==> src/hdl/socd_pkg.sv <==
// ----------------------------------------------------------------------------
// socd_pkg
// Shared types, register map and helpers of the last-input SOCD resolver.
// ----------------------------------------------------------------------------
package socd_pkg;

    // apb register map
    localparam int ADDR_W   = 5;
    localparam int DATA_W   = 32;
    localparam int RUN_LEN  = 3;

    typedef enum logic [2:0] {
        REG_CODE_RIGHT   = 3'd0,
        REG_CODE_LEFT    = 3'd1,
        REG_CODE_FORWARD = 3'd2,
        REG_CODE_BACK    = 3'd3,
        REG_AUTO_STOP    = 3'd4,
        REG_STOP_PAUSE   = 3'd5
    } t_reg_idx;

    // register reset values
    localparam logic [7:0]  RST_CODE_RIGHT   = 8'h44;
    localparam logic [7:0]  RST_CODE_LEFT    = 8'h41;
    localparam logic [7:0]  RST_CODE_FORWARD = 8'h57;
    localparam logic [7:0]  RST_CODE_BACK    = 8'h53;
    localparam logic        RST_AUTO_STOP    = 1'b0;
    localparam logic [15:0] RST_STOP_PAUSE   = 16'd60;

    // key slot numbers, opposite pairs differ in bit 0
    localparam logic [1:0] KEY_RIGHT   = 2'd0;
    localparam logic [1:0] KEY_LEFT    = 2'd1;
    localparam logic [1:0] KEY_FORWARD = 2'd2;
    localparam logic [1:0] KEY_BACK    = 2'd3;

    typedef struct packed {
        logic [7:0]  code_right;
        logic [7:0]  code_left;
        logic [7:0]  code_forward;
        logic [7:0]  code_back;
        logic        auto_stop_on;
        logic [15:0] stop_pause_ms;
    } t_cfg;

    typedef struct packed {
        logic [7:0]  code;
        logic        rel;
        logic [15:0] pause;
        logic        burst;
        logic        last;
    } t_result;

    // one input's run of synthetic events, entry 0 goes out first
    typedef struct packed {
        logic [1:0]                cnt;
        t_result [RUN_LEN-1:0]     res;
    } t_run;

    function automatic t_result mk_result(input logic [7:0] code, input logic rel,
                                          input logic [15:0] pause, input logic burst,
                                          input logic last);
        t_result r;
        r.code  = code;
        r.rel   = rel;
        r.pause = pause;
        r.burst = burst;
        r.last  = last;
        return r;
    endfunction

endpackage

==> src/hdl/socd_if.sv <==
// ----------------------------------------------------------------------------
// socd_if
// Valid/ready channels for key events in and synthetic events out.
// ----------------------------------------------------------------------------
interface socd_in_if;
    logic       valid;
    logic       ready;
    logic [7:0] key_code;
    logic       is_release;
    logic       skip_item;

    modport source (output valid, output key_code, output is_release,
                    output skip_item, input ready);
    modport sink   (input valid, input key_code, input is_release,
                    input skip_item, output ready);
endinterface

interface socd_out_if;
    logic        valid;
    logic        ready;
    logic [7:0]  out_code;
    logic        out_release;
    logic [15:0] pause_after_ms;
    logic        burst_event;
    logic        last_of_run;

    modport source (output valid, output out_code, output out_release,
                    output pause_after_ms, output burst_event,
                    output last_of_run, input ready);
    modport sink   (input valid, input out_code, input out_release,
                    input pause_after_ms, input burst_event,
                    input last_of_run, output ready);
endinterface

==> src/hdl/socd_cfg_regs.sv <==
// ----------------------------------------------------------------------------
// socd_cfg_regs
// APB register file holding key codes and auto-stop settings.
// ----------------------------------------------------------------------------
module socd_cfg_regs
    import socd_pkg::*;
(
    input  logic              i_clk,
    input  logic              i_rst_n,
    input  logic              psel,
    input  logic              penable,
    input  logic              pwrite,
    input  logic [ADDR_W-1:0] paddr,
    input  logic [DATA_W-1:0] pwdata,
    output logic [DATA_W-1:0] prdata,
    output logic              pready,
    output t_cfg              o_cfg
);

    t_cfg     r_cfg;
    t_reg_idx reg_idx;
    logic     wr_en;

    assign pready  = 1'b1;
    assign reg_idx = t_reg_idx'(paddr[ADDR_W-1:2]);
    assign wr_en   = psel && penable && pwrite;
    assign o_cfg   = r_cfg;

    // register writes
    always_ff @(posedge i_clk) begin
        if (!i_rst_n) begin
            r_cfg.code_right    <= RST_CODE_RIGHT;
            r_cfg.code_left     <= RST_CODE_LEFT;
            r_cfg.code_forward  <= RST_CODE_FORWARD;
            r_cfg.code_back     <= RST_CODE_BACK;
            r_cfg.auto_stop_on  <= RST_AUTO_STOP;
            r_cfg.stop_pause_ms <= RST_STOP_PAUSE;
        end else if (wr_en) begin
            unique case (reg_idx)
                REG_CODE_RIGHT:   r_cfg.code_right    <= pwdata[7:0];
                REG_CODE_LEFT:    r_cfg.code_left     <= pwdata[7:0];
                REG_CODE_FORWARD: r_cfg.code_forward  <= pwdata[7:0];
                REG_CODE_BACK:    r_cfg.code_back     <= pwdata[7:0];
                REG_AUTO_STOP:    r_cfg.auto_stop_on  <= pwdata[0];
                REG_STOP_PAUSE:   r_cfg.stop_pause_ms <= pwdata[15:0];
                default: ;
            endcase
        end
    end

    // read mux
    always_comb begin
        prdata = '0;
        unique case (reg_idx)
            REG_CODE_RIGHT:   prdata = {{(DATA_W-8){1'b0}}, r_cfg.code_right};
            REG_CODE_LEFT:    prdata = {{(DATA_W-8){1'b0}}, r_cfg.code_left};
            REG_CODE_FORWARD: prdata = {{(DATA_W-8){1'b0}}, r_cfg.code_forward};
            REG_CODE_BACK:    prdata = {{(DATA_W-8){1'b0}}, r_cfg.code_back};
            REG_AUTO_STOP:    prdata = {{(DATA_W-1){1'b0}}, r_cfg.auto_stop_on};
            REG_STOP_PAUSE:   prdata = {{(DATA_W-16){1'b0}}, r_cfg.stop_pause_ms};
            default:          prdata = '0;
        endcase
    end

endmodule

==> src/hdl/socd_resolve.sv <==
// ----------------------------------------------------------------------------
// socd_resolve
// Input register, key decode, held/self-release state and run building.
// ----------------------------------------------------------------------------
module socd_resolve
    import socd_pkg::*;
(
    input  logic       i_clk,
    input  logic       i_rst_n,
    socd_in_if.sink    i_in,
    input  t_cfg       i_cfg,
    output t_run       o_run,
    output logic       o_run_valid,
    input  logic       i_run_ready
);

    logic       r_in_valid;
    logic [7:0] r_key;
    logic       r_rel;
    logic       r_skip;
    logic [3:0] r_held;
    logic [3:0] r_self;
    logic [3:0] n_held;
    logic [3:0] n_self;
    logic       advance;
    logic       hit;
    logic [1:0] k;
    logic [1:0] o;
    logic [7:0] codes [4];

    assign advance     = r_in_valid && i_run_ready;
    assign i_in.ready  = !r_in_valid || i_run_ready;
    assign o_run_valid = r_in_valid;

    assign codes[KEY_RIGHT]   = i_cfg.code_right;
    assign codes[KEY_LEFT]    = i_cfg.code_left;
    assign codes[KEY_FORWARD] = i_cfg.code_forward;
    assign codes[KEY_BACK]    = i_cfg.code_back;

    // input stage
    always_ff @(posedge i_clk) begin
        if (!i_rst_n) begin
            r_in_valid <= 1'b0;
        end else if (i_in.ready) begin
            r_in_valid <= i_in.valid;
        end
    end

    always_ff @(posedge i_clk) begin
        if (i_in.valid && i_in.ready) begin
            r_key  <= i_in.key_code;
            r_rel  <= i_in.is_release;
            r_skip <= i_in.skip_item;
        end
    end

    // key decode, first match wins
    always_comb begin
        hit = 1'b1;
        k   = KEY_RIGHT;
        priority if (r_key == i_cfg.code_right)   k = KEY_RIGHT;
        else if (r_key == i_cfg.code_left)        k = KEY_LEFT;
        else if (r_key == i_cfg.code_forward)     k = KEY_FORWARD;
        else if (r_key == i_cfg.code_back)        k = KEY_BACK;
        else                                      hit = 1'b0;
    end

    assign o = k ^ 2'd1;

    // next state and run of synthetic events
    always_comb begin
        n_held = r_held;
        n_self = r_self;
        o_run  = '0;
        if (!r_skip && hit) begin
            if (!r_rel) begin
                // press while opposite held and this key not held releases the opposite
                if (r_held[o] && !r_held[k]) begin
                    n_self[o]    = 1'b1;
                    o_run.res[0] = mk_result(codes[o], 1'b1, 16'd0, 1'b0, 1'b1);
                    o_run.cnt    = 2'd1;
                end
                n_held[k] = 1'b1;
            end else begin
                if (r_self[k]) begin
                    n_self[k] = 1'b0;
                end else begin
                    n_held[k] = 1'b0;
                end
                if (r_held[o]) begin
                    // re-press the opposite
                    o_run.res[0] = mk_result(codes[o], 1'b0, 16'd0, 1'b0, 1'b1);
                    o_run.cnt    = 2'd1;
                end else if (i_cfg.auto_stop_on) begin
                    // counter-tap burst
                    o_run.res[0] = mk_result(codes[k], 1'b1, 16'd0, 1'b1, 1'b0);
                    o_run.res[1] = mk_result(codes[o], 1'b0, i_cfg.stop_pause_ms,
                                             1'b1, 1'b0);
                    o_run.res[2] = mk_result(codes[o], 1'b1, 16'd0, 1'b1, 1'b1);
                    o_run.cnt    = 2'd3;
                end
            end
        end
    end

    // key state
    always_ff @(posedge i_clk) begin
        if (!i_rst_n) begin
            r_held <= '0;
            r_self <= '0;
        end else if (advance) begin
            r_held <= n_held;
            r_self <= n_self;
        end
    end

`ifndef ASSERT_OFF
    // a self-made release is only ever marked on a held key
    a_self_within_held: assert property (@(posedge i_clk) disable iff (!i_rst_n)
        (r_self & ~r_held) == 4'd0)
        else $error("self-release mark on a key that is not held");

    // a three-event run is always a complete burst
    a_burst_shape: assert property (@(posedge i_clk) disable iff (!i_rst_n)
        (o_run_valid && o_run.cnt == 2'd3) |->
        (o_run.res[0].burst && o_run.res[1].burst && o_run.res[2].burst &&
         o_run.res[2].last && !o_run.res[1].last))
        else $error("malformed counter-tap burst");
`endif

endmodule

==> src/hdl/socd_out_seq.sv <==
// ----------------------------------------------------------------------------
// socd_out_seq
// Result register that shifts out a run of synthetic events, one event per transfer.
// ----------------------------------------------------------------------------
module socd_out_seq
    import socd_pkg::*;
(
    input  logic        i_clk,
    input  logic        i_rst_n,
    input  t_run        i_run,
    input  logic        i_run_valid,
    output logic        o_run_ready,
    socd_out_if.source  o_res
);

    logic [1:0]            r_cnt;
    t_result [RUN_LEN-1:0] r_res;
    logic                  take;
    logic                  load;

    assign o_res.valid          = (r_cnt != 2'd0);
    assign take                 = o_res.valid && o_res.ready;
    assign o_run_ready          = (r_cnt == 2'd0) || (r_cnt == 2'd1 && o_res.ready);
    assign load                 = i_run_valid && o_run_ready;

    assign o_res.out_code       = r_res[0].code;
    assign o_res.out_release    = r_res[0].rel;
    assign o_res.pause_after_ms = r_res[0].pause;
    assign o_res.burst_event    = r_res[0].burst;
    assign o_res.last_of_run    = r_res[0].last;

    // pending count
    always_ff @(posedge i_clk) begin
        if (!i_rst_n) begin
            r_cnt <= 2'd0;
        end else if (load) begin
            r_cnt <= i_run.cnt;
        end else if (take) begin
            r_cnt <= r_cnt - 2'd1;
        end
    end

    // result shift register
    always_ff @(posedge i_clk) begin
        if (load) begin
            r_res <= i_run.res;
        end else if (take) begin
            r_res[0] <= r_res[1];
            r_res[1] <= r_res[2];
        end
    end

`ifndef ASSERT_OFF
    // the head carries the last flag exactly when one event is left
    a_last_on_final: assert property (@(posedge i_clk) disable iff (!i_rst_n)
        (o_res.valid && r_res[0].last) |-> (r_cnt == 2'd1))
        else $error("last_of_run shown before the end of the run");

    a_final_has_last: assert property (@(posedge i_clk) disable iff (!i_rst_n)
        (r_cnt == 2'd1) |-> r_res[0].last)
        else $error("final event of a run lacks last_of_run");
`endif

endmodule

==> src/hdl/socd_last_input_resolver_top.sv <==
// ----------------------------------------------------------------------------
// socd_last_input_resolver_top
// Path: an input is registered in socd_resolve; its run is loaded into the result
// shift register of socd_out_seq once that is free, and its head goes out first.
// Throughput: one input per cycle with the receiver ready when it yields zero
// or one result; an input with a counter-tap burst holds the result shift
// register until the last of its three events is transferred.
// Reset: synchronous active low; key state cleared, registers to defaults.
// ----------------------------------------------------------------------------
module socd_last_input_resolver_top
    import socd_pkg::*;
(
    input  logic              i_clk,
    input  logic              i_rst_n,
    socd_in_if.sink           i_in,
    socd_out_if.source        o_res,
    input  logic              psel,
    input  logic              penable,
    input  logic              pwrite,
    input  logic [ADDR_W-1:0] paddr,
    input  logic [DATA_W-1:0] pwdata,
    output logic [DATA_W-1:0] prdata,
    output logic              pready
);

    t_cfg cfg;
    t_run run;
    logic run_valid;
    logic run_ready;

    // configuration registers
    socd_cfg_regs u_cfg (
        .i_clk   (i_clk),
        .i_rst_n (i_rst_n),
        .psel    (psel),
        .penable (penable),
        .pwrite  (pwrite),
        .paddr   (paddr),
        .pwdata  (pwdata),
        .prdata  (prdata),
        .pready  (pready),
        .o_cfg   (cfg)
    );

    // decode and key state
    socd_resolve u_resolve (
        .i_clk       (i_clk),
        .i_rst_n     (i_rst_n),
        .i_in        (i_in),
        .i_cfg       (cfg),
        .o_run       (run),
        .o_run_valid (run_valid),
        .i_run_ready (run_ready)
    );

    // result sequencing
    socd_out_seq u_out (
        .i_clk       (i_clk),
        .i_rst_n     (i_rst_n),
        .i_run       (run),
        .i_run_valid (run_valid),
        .o_run_ready (run_ready),
        .o_res       (o_res)
    );

endmodule

==> src/flat_wrapper.sv <==
// flat-port wrapper written by rule: the top's interface ports become plain ports
module socd_last_input_resolver_top_flat import socd_pkg::*;
  (i_clk, i_rst_n, psel, penable, pwrite, paddr, pwdata, prdata, pready, i_in_valid, i_in_key_code, i_in_is_release, i_in_skip_item, i_in_ready, o_res_valid, o_res_out_code, o_res_out_release, o_res_pause_after_ms, o_res_burst_event, o_res_last_of_run, o_res_ready);
  socd_in_if i_in_i ();
  socd_out_if o_res_i ();
  input  logic i_clk;
  input  logic i_rst_n;
  input  logic psel;
  input  logic penable;
  input  logic pwrite;
  input  logic [ADDR_W-1:0] paddr;
  input  logic [DATA_W-1:0] pwdata;
  output logic [DATA_W-1:0] prdata;
  output logic pready;
  input wire logic [$bits(i_in_i.valid)-1:0] i_in_valid;
  input wire logic [$bits(i_in_i.key_code)-1:0] i_in_key_code;
  input wire logic [$bits(i_in_i.is_release)-1:0] i_in_is_release;
  input wire logic [$bits(i_in_i.skip_item)-1:0] i_in_skip_item;
  output wire logic [$bits(i_in_i.ready)-1:0] i_in_ready;
  output wire logic [$bits(o_res_i.valid)-1:0] o_res_valid;
  output wire logic [$bits(o_res_i.out_code)-1:0] o_res_out_code;
  output wire logic [$bits(o_res_i.out_release)-1:0] o_res_out_release;
  output wire logic [$bits(o_res_i.pause_after_ms)-1:0] o_res_pause_after_ms;
  output wire logic [$bits(o_res_i.burst_event)-1:0] o_res_burst_event;
  output wire logic [$bits(o_res_i.last_of_run)-1:0] o_res_last_of_run;
  input wire logic [$bits(o_res_i.ready)-1:0] o_res_ready;
  assign i_in_i.valid = i_in_valid;
  assign i_in_i.key_code = i_in_key_code;
  assign i_in_i.is_release = i_in_is_release;
  assign i_in_i.skip_item = i_in_skip_item;
  assign i_in_ready = i_in_i.ready;
  assign o_res_valid = o_res_i.valid;
  assign o_res_out_code = o_res_i.out_code;
  assign o_res_out_release = o_res_i.out_release;
  assign o_res_pause_after_ms = o_res_i.pause_after_ms;
  assign o_res_burst_event = o_res_i.burst_event;
  assign o_res_last_of_run = o_res_i.last_of_run;
  assign o_res_i.ready = o_res_ready;
  socd_last_input_resolver_top u_core (.i_clk(i_clk), .i_rst_n(i_rst_n), .i_in(i_in_i), .o_res(o_res_i), .psel(psel), .penable(penable), .pwrite(pwrite), .paddr(paddr), .pwdata(pwdata), .prdata(prdata), .pready(pready));
endmodule
==> config.mk <==
export PLATFORM = sky130hd
export DESIGN_NAME = socd_last_input_resolver_top_flat
export DESIGN_NICKNAME = d
export VERILOG_FILES = /design/src/hdl/socd_pkg.sv /design/src/hdl/socd_if.sv /design/src/hdl/socd_cfg_regs.sv /design/src/hdl/socd_resolve.sv /design/src/hdl/socd_out_seq.sv /design/src/hdl/socd_last_input_resolver_top.sv /design/src/flat_wrapper.sv
export SDC_FILE = /design/constraint.sdc
export NUM_CORES = 1
export LEC_CHECK = 0
export BUFFER_PORTS_ARGS = -buffer_cell sky130_fd_sc_hd__buf_2
export CORE_UTILIZATION = 39
export DETAILED_ROUTE_END_ITERATION = 12
export PLACE_DENSITY = 0.7
export SYNTH_ARGS = -nofsm -noshare
export SYNTH_HDL_FRONTEND = slang
export SYNTH_HIERARCHICAL = 1
export SYNTH_SLANG_ARGS = --single-unit
==> constraint.sdc <==
create_clock -name i_clk -period 8.3 [get_ports i_clk]
set_clock_uncertainty 0.2 [all_clocks]
set_input_delay 0 -clock i_clk [delete_from_list [all_inputs] [get_ports i_clk]]
set_output_delay 0 -clock i_clk [all_outputs]
set_load 0.05 [all_outputs]
==> results summary, run 1 <==
The later pin in the worst-skew pair is clocked with a latency of 0.43 ns. After layout, the design draws a total of 2130 uW. The overall die width came out at 148 um.

Counting tap cells, the placed design contains a total of 1005 instances. The synthesized netlist contains between 70 and 80 unique library cells. The cell area after layout is 9390 um^2. From bottom edge to top edge, the die measures 148 um.

The area of the mapped netlist is 8360 um^2. The count of flip-flops with a built-in enable after synthesis is 91. Setup repair after global routing left no endpoint under its margin. After floorplanning, the core was sized to cover roughly 21000 um^2. The row count came out at 53. The final routed wire length divided by cell count came out at 16.9 um. The worst path required time is 8.39 ns. In this run the most critical hold path is launched from i_in_key_code[3]. The power share of the clock group came out at 35.9%. The initial antenna violation count is 0. For this design the top-level I/O count stands at 116. The fmax came out at 0.266 GHz. In the global route stage, overall resource usage came out at 16.8%.

The non-filler instance count after layout is 1074. Of the cells placed in the final design, the portion with a size suffix greater than 1 is 24.5%. The initial core utilization is 39.8%. The post-synthesis average cell area came out at 11.6 um^2. The final RePlAce weighted congestion is between 0.9 and 1. The top cell types in the final layout, fill and taps aside, are sky130_fd_sc_hd__edfxtp_1 (91), sky130_fd_sc_hd__buf_2 (80), sky130_fd_sc_hd__dfxtp_1 (60).

The buffer levels on the longest clock path came out at 2. The number of failing setup endpoints in the final timing report came out at 0. The fraction of registers with async set or reset after synthesis came out at 0%. The number of fillers in the final layout is 1983. Dividing total power by cell area gives a power density of 227 nW/um^2. The final max-slew violation count was 0. The switching share of total power came out at 29.1%.

The synthesis-to-layout area growth is 12.3%. The post-CTS resize count came out at 0. The Yosys warning count came out at 6. STA classifies the critical path startpoint as a flop. The max-capacitance violation count came out at 0. By startpoint and endpoint, the worst setup path is classified as flop to flop. The synthesis-stage register bit count is 151. The peak ir drop on the vdd network is 0.000144 V. After clock tree synthesis, the clock-pin slew on the worst setup and hold paths is roughly 0.060 ns. The category of the worst setup path capture point is a flop. The number of detailed-routing iterations run before antenna repair came out at 5. The number of buffers inserted by hold repair at cts is 37.

In this run the worst setup path begins at u_core/u_resolve/r_key[7]$_DFFE_PP_. The total negative slack is 0 ns. The worst register-to-register path begins at u_core/u_resolve/r_key[7]$_DFFE_PP_. The cell count after synthesis is 721. The number of nets in the layout is ~840. The TritonCTS clock tree is yes. The clock period minus final worst setup slack came out at 3.76 ns. The total number of vias came out at 5423. The first global-routing pass estimated 27.9 mm of wire. The number of global-route vias before repair is 5101. The die covers ~22000 um^2. The number of routed nets with antenna violations came out at 0. The worst path meets setup with 4.54 ns of slack. The switching power came out at just over 600 uW.

The sequential group share of total power is about 44%. The relative slew slack came out at 26.0%. The HPWL reported at the end of detailed placement is 12.0 mm. The total length of routed wires is 18.2 mm. The remaining routing DRC violations is 0. For the pin with the worst max-slew slack, the measured transition is between 1 and 1.5 ns.

The share of the yosys chip area belonging to registers is 47.1%. The worst hold path belongs to the class input pin to flop. The worst setup slack after placement came out at 4.60 ns. The share of the cycle needed by the critical path after routing came out at 45.3%. The most used flip-flop cell after synthesis is sky130_fd_sc_hd__edfxtp_1.

The final number of hold-violating endpoints was 0. The flow ran to the end, and the final reports show no timing, DRC or antenna violations. The number of clock sinks came out at about 150. The tree is rooted in a sky130_fd_sc_hd__clkbuf_16. 0 antenna diodes ended up in the layout.

The count of buffers added on input and output ports is 80. The sum of overflow across all layers after global routing came out at 0. The share of synthesized area in the top cell type comes to 32.7%.

TritonCTS created 17 clock buffers. In this run, the number of DRC markers left after iteration 0 of detailed routing was around 450. The maximum fanout along the worst path came out at 17. Entering global routing, the biggest net connects a little under 90 pins. The number of H-tree branching levels is 4. The fraction of power consumed by combinational cells is 19.9%. The data arrival time of the critical path is around 3.9 ns.

By area the synthesized netlist is led by sky130_fd_sc_hd__edfxtp_1 (33%), sky130_fd_sc_hd__dfxtp_1 (14%), sky130_fd_sc_hd__buf_4 (8.2%). For this design the static power due to leakage is 0.00369 uW. The placed cell area is 8430 um^2. After detailed routing, the number of vias per cell comes to 5.05. The post-CTS repair timing setup buffer count is 0. Cell internal power was estimated by the tool at 1510 uW. Leaving out fill and tap cells, the most frequent cell in the layout is sky130_fd_sc_hd__edfxtp_1. The synthesized design spends more area on one cell type than any other, namely sky130_fd_sc_hd__edfxtp_1.
==> critical path: stages (launching register included) <==
cell and delay (ns):
sky130_fd_sc_hd__edfxtp_1 0.49, sky130_fd_sc_hd__xor2_1 0.23, sky130_fd_sc_hd__nor4_4 0.44, sky130_fd_sc_hd__nand2_1 0.21, sky130_fd_sc_hd__a31o_2 0.34, sky130_fd_sc_hd__a221oi_4 0.58, sky130_fd_sc_hd__nand4_4 0.33, sky130_fd_sc_hd__nor4_1 0.56
sky130_fd_sc_hd__mux2_2 0.25
==> synthesized netlist by cell type (4+ instances only) <==
cell type                  instances
sky130_fd_sc_hd__nor2_1           24
sky130_fd_sc_hd__mux2i_1          47
sky130_fd_sc_hd__buf_4            91
sky130_fd_sc_hd__o32ai_1           7
sky130_fd_sc_hd__xor2_1           16
sky130_fd_sc_hd__edfxtp_1         91
sky130_fd_sc_hd__inv_1            14
sky130_fd_sc_hd__o22a_1           13
sky130_fd_sc_hd__nand3_1           8
sky130_fd_sc_hd__o22ai_1           7
sky130_fd_sc_hd__o21ai_0           7
sky130_fd_sc_hd__nand4_1           5
sky130_fd_sc_hd__xnor2_1          16
sky130_fd_sc_hd__o211ai_1          6
sky130_fd_sc_hd__nand2_1          57
sky130_fd_sc_hd__buf_6             5
sky130_fd_sc_hd__a22oi_1           6
sky130_fd_sc_hd__buf_2             6
sky130_fd_sc_hd__dfxtp_1          60
sky130_fd_sc_hd__nor2b_1          19
sky130_fd_sc_hd__nor3_1            6
sky130_fd_sc_hd__o221ai_1         14
sky130_fd_sc_hd__a41o_1            4
sky130_fd_sc_hd__mux2_4           27
sky130_fd_sc_hd__clkbuf_1         17
sky130_fd_sc_hd__and3_1           11
sky130_fd_sc_hd__mux2_2           35
sky130_fd_sc_hd__and2_1           20
sky130_fd_sc_hd__o21a_1            8
==> flip-flops by register name, indices dropped and copies added (netlist names), named ones only <==
| register | flops |
|---|---|
| u_core/u_resolve/r_key | 8 |
| u_core/u_resolve/r_rel | 1 |
| u_core/u_out/r_res | 54 |
| u_core/u_out/o_res.burst_event | 1 |
| u_core/u_resolve/r_self | 4 |
| u_core/u_resolve/o_run_valid | 1 |
| u_core/u_resolve/r_skip | 1 |
| u_core/u_out/r_cnt | 2 |
| u_core/u_cfg/o_cfg | 49 |
| u_core/u_out/o_res.last_of_run | 1 |
| u_core/u_out/o_res.out_code | 8 |
| u_core/u_out/o_res.out_release | 1 |
| u_core/u_out/o_res.pause_after_ms | 16 |
==> path summary, 6_finish.rpt <==
check                                                            to  slack, ns  cells past startpoint
worst min register to register  u_core/u_cfg/o_cfg[11]$_SDFFE_PN0P_       0.27                      2
worst max-delay path               u_core/u_out/r_res[52]$_DFFE_PP_       4.54                      8
worst max register to register     u_core/u_out/r_res[52]$_DFFE_PP_       4.54                      8
worst min-delay path            u_core/u_resolve/r_key[3]$_DFFE_PP_       0.08                      2
==> layer usage <==
layer | track usage [%] | wire, um
met2 | 25.3 | 8040
met1 | 23.5 | 8800
met4 | 6.13 | 292
met3 | 3.71 | 1030
met5 | 0 | 0
==> cells by family (layout without fill, tap and decap cells) <==
kind of cell             after synthesis  in the layout  synth area share [%]
AND/OR/NAND/NOR                      181            181                  12.2
flip-flops                           151            151                  47.1
buffers and inverters                139            169                  11.3
multiplexers                         110            110                  15.5
AO/OA/AOI/OAI                        103            103                  10.2
XOR/XNOR                              32             32                  3.35
other                                  3             51                 0.135
adder cells (fa/ha/maj)                2              2                 0.299
==> power groups by stage <==
stage | registers (uW) | clock network, uW | logic (uW)
after detailed placement | 961 | 0 | 414
after CTS | 944 | 782 | 428
after floorplan | 960 | 0 | 384
after global routing | 951 | 818 | 450
after global placement | 958 | 0 | 410
final | 943 | 767 | 424
==> stage by stage <==
stage | util, % | hold slack, ns
finish | 44.7 | 0.0835
global route | 44.7 | 0.0726
CTS | 44.7 | 0.0718
detailed placement | 40.1 | -0.0219
global placement | 40.1 | -0.0216
floorplan | - | -0.101
==> area by class of cell <==
| type | instances | area, um^2 | share of cell area [%] |
|---|---|---|---|
| clock buffer | 22 | 464 | 4.94 |
| clock inverter | 10 | 120 | 1.28 |
| inverter | 16 | 60.1 | 0.640 |
| multi-input combinational | 479 | 3660 | 39.0 |
| sequential | 151 | 3930 | 41.9 |
| tap | 275 | 344 | 3.67 |
| timing repair buffer | 121 | 801 | 8.53 |
(Power assumes the default switching activity.)
==> inputs of run 2 (changes only) <==
- PLACE_DENSITY: 0.7 -> 0.72
- clock period: 8.3 -> 3 ns (I/O delays scaled with it)
==> results summary, run 2 (synthesized netlist as in run 1, its figures left out) <==
The run finished, with violations left. The checks that failed: negative setup slack. Relative to the synthesized area, the layout overhead comes to 30.5%. The initial antenna violation count came to 0 (unchanged).

The total negative slack is -4.07 ns (-4.07 ns). The final max-slew violation count came out at 0 (unchanged). The row count came out at 53 (unchanged). Setup repair after global routing could not meet its margin everywhere. The clock transition at the registers of the reported paths came out at 0.07 ns (about the same). The worst path setup slack after routing came out at -0.179 ns (-4.72 ns). The hold-critical path depth came out at 4 (+2). The clock latency at the later pin of the worst-skew pair is 0.43 ns (about the same). The power density over the cells is 551 nW/um^2 (+140%).

The total clock buffers created by CTS is 17 (unchanged). The peak ir drop on the vdd network came out at 0.000382 V (+170%). The area of the placeable core is 21000 um^2 (unchanged). The final routed wire length divided by cell count came to 18.0 um (+6.5%).

The share of the cycle needed by the critical path after routing came out at 106% (+61 points). CTS placed an instance of sky130_fd_sc_hd__clkbuf_16 at the clock tree root. The first-pass GRT wire length came out at 30.7 mm (+10%). The kind of critical path is flop to flop.

The leakage power figure is 0.00443 uW (+20%). The transition time of the tightest slew-check pin is 0.912 ns (-0.198 ns). The number of routed nets with antenna violations is 0 (unchanged). The number of nets in the layout came out at 946 (+12%). The total number of vias came out at 6118 (+13%).

The total length of routed wires is 21.2 mm (+17%). The buffer levels on the longest clock path is 2 (unchanged). The data arrival time of the critical path came to 3.16 ns (-0.69 ns). The library cells used most frequently in the layout, excluding fill and tap cells, are sky130_fd_sc_hd__edfxtp_1 (91), sky130_fd_sc_hd__buf_4 (85), sky130_fd_sc_hd__buf_2 (80). The fmax is 0.315 GHz (+18%). The max-capacitance violation count came out at 0 (unchanged).

The number of fillers in the final layout is 1764 (-11%). u_core/u_out/r_res holds more flip-flops than any other register. The tightest min-delay check is of the input pin to flop type. The clock period minus final worst setup slack came to 3.18 ns (-0.580 ns). The count of inserted antenna diode cells came out at 0 (unchanged). The count of routing violations after the opening detailed-route iteration is 503 (+11%). The final number of hold-violating endpoints is 0 (unchanged). The number of H-tree branching levels came to 4 (unchanged). The number of cells on the worst reg-to-reg path is 12 (+4).

TritonCTS built the clock tree. The worst path required time is 2.98 ns (-5.41 ns). The remaining routing DRC violations came out at 0 (unchanged).

The number of I/O pins came out at 116 (unchanged). The slack of the worst reg-to-reg path is -0.18 ns (-4.72 ns). The share of cells above drive strength 1 came out at 40.8% (+16 points). The flip-flop count of the largest register, all copies and words added is 54 (unchanged). The largest net degree at the start of global routing is 56 (-36%). The worst setup path is launched from a flop.

The cell area after layout came to 10900 um^2 (+16%). The number of clock sinks came out at 151 (unchanged). The number of detailed-routing iterations run before antenna repair is 5 (unchanged). The global-route usage over all layers was 18.5% (+1.8 points). The overall die width came out at 148 um (unchanged). The placed cell area came out at 9050 um^2 (+7.3%). The relative slew slack is 39.2% (+13 points). The library cell used most frequently in the layout, excluding fill and tap cells, is sky130_fd_sc_hd__edfxtp_1. The maximum fanout along the worst path came out at 4 (-13). The initial core utilization is 39.8% (unchanged).

The mean number of vias per cell is 5.19 (+2.9%). The HPWL reported at the end of detailed placement is 13.9 mm (+16%). The die area is 22000 um^2 (unchanged).

STA classifies the critical path endpoint as a flop. The number of failing setup endpoints in the final timing report is 41 (+41). The vertical die dimension came to 148 um (unchanged).

The sum of overflow across all layers after global routing came out at 0 (unchanged). The final RePlAce weighted congestion is 0.925 (+0.19%). The number of global-route vias before repair is 5631 (+10%).

The number of buffer cells added on primary ports is 80 (unchanged).
run 2: routing by layer:
metal	up-vias	part of all wire, %	track usage, %
li1	2846	-	-
met2	286	49	30.0
met4	0	2.0	6.34
met1	2943	42	24.6
met5	-	0	0
met3	43	7.1	3.65
run 2: metrics by stage:
step / util [%] / setup slack, ns / total power (uW) / std cells / hold WS [ns]
after floorplan: - / 0.0263 / 3720 / 769 / -0.101
after global placement: 43.1 / -0.0903 / 3830 / 1076 / -0.0234
after detailed placement: 43.1 / -0.139 / 3850 / 1076 / -0.0219
after CTS: 48.7 / -0.0571 / 6000 / 1158 / 0.0134
after global routing: 51.9 / -0.279 / 6220 / 1178 / 0.0663
final: 51.9 / -0.179 / 6010 / 1178 / 0.0196
run 2: final cells by class:
class / instances / area, um^2 / area share (%)
clock inverter: 14 / 146 / 1.34
timing repair buffer: 225 / 1780 / 16.3
tap: 275 / 344 / 3.15
inverter: 16 / 65.1 / 0.596
sequential: 151 / 3930 / 36.0
multi-input combinational: 479 / 4220 / 38.6
clock buffer: 18 / 429 / 3.93
run 2: worst paths after layout:
check / end / start
setup / recovery: u_core/u_out/o_res.out_release$_DFFE_PP_ / u_core/u_resolve/r_key[5]$_DFFE_PP_
hold / removal: u_core/u_cfg/o_cfg[16]$_SDFFE_PN0P_ / psel
setup reg to reg: u_core/u_out/o_res.out_release$_DFFE_PP_ / u_core/u_resolve/r_key[5]$_DFFE_PP_
hold reg to reg: u_core/u_cfg/o_cfg[6]$_SDFFE_PN0P_ / u_core/u_cfg/o_cfg[6]$_SDFFE_PN0P_
run 2: repair_timing:
| item | CTS | global route |
|---|---|---|
| pin swaps | 11 | 31 |
| setup buffers | 14 | 16 |
| gates cloned | 0 | 4 |
| hold buffers | 36 | 0 |
| resized for setup | 27 | 90 |
| endpoints found under the hold margin | 64 | 0 |
| endpoints found under the setup margin | 31 | 57 |
run 2: worst max-delay path, cell delays in order, from the launching register on:
cell,delay (ns)
sky130_fd_sc_hd__edfxtp_1,0.47
sky130_fd_sc_hd__buf_4,0.18
sky130_fd_sc_hd__xnor2_1,0.25
sky130_fd_sc_hd__nand4_1,0.22
sky130_fd_sc_hd__nor2_4,0.21
sky130_fd_sc_hd__nor4_4,0.07
sky130_fd_sc_hd__buf_4,0.16
sky130_fd_sc_hd__a221oi_4,0.41
sky130_fd_sc_hd__buf_12,0.16
sky130_fd_sc_hd__buf_6,0.09
sky130_fd_sc_hd__nor3b_2,0.03
sky130_fd_sc_hd__o21a_1,0.22
sky130_fd_sc_hd__mux2_4,0.26
run 2: power by group:
part	total, uW	switching [uW]	internal (uW)	leakage [uW]
Sequential	2600	83.8	2520	0.00136
Clock	2100	871	1230	0.000277
Combinational	1310	842	466	0.00280
Total	6010	1800	4210	0.00443
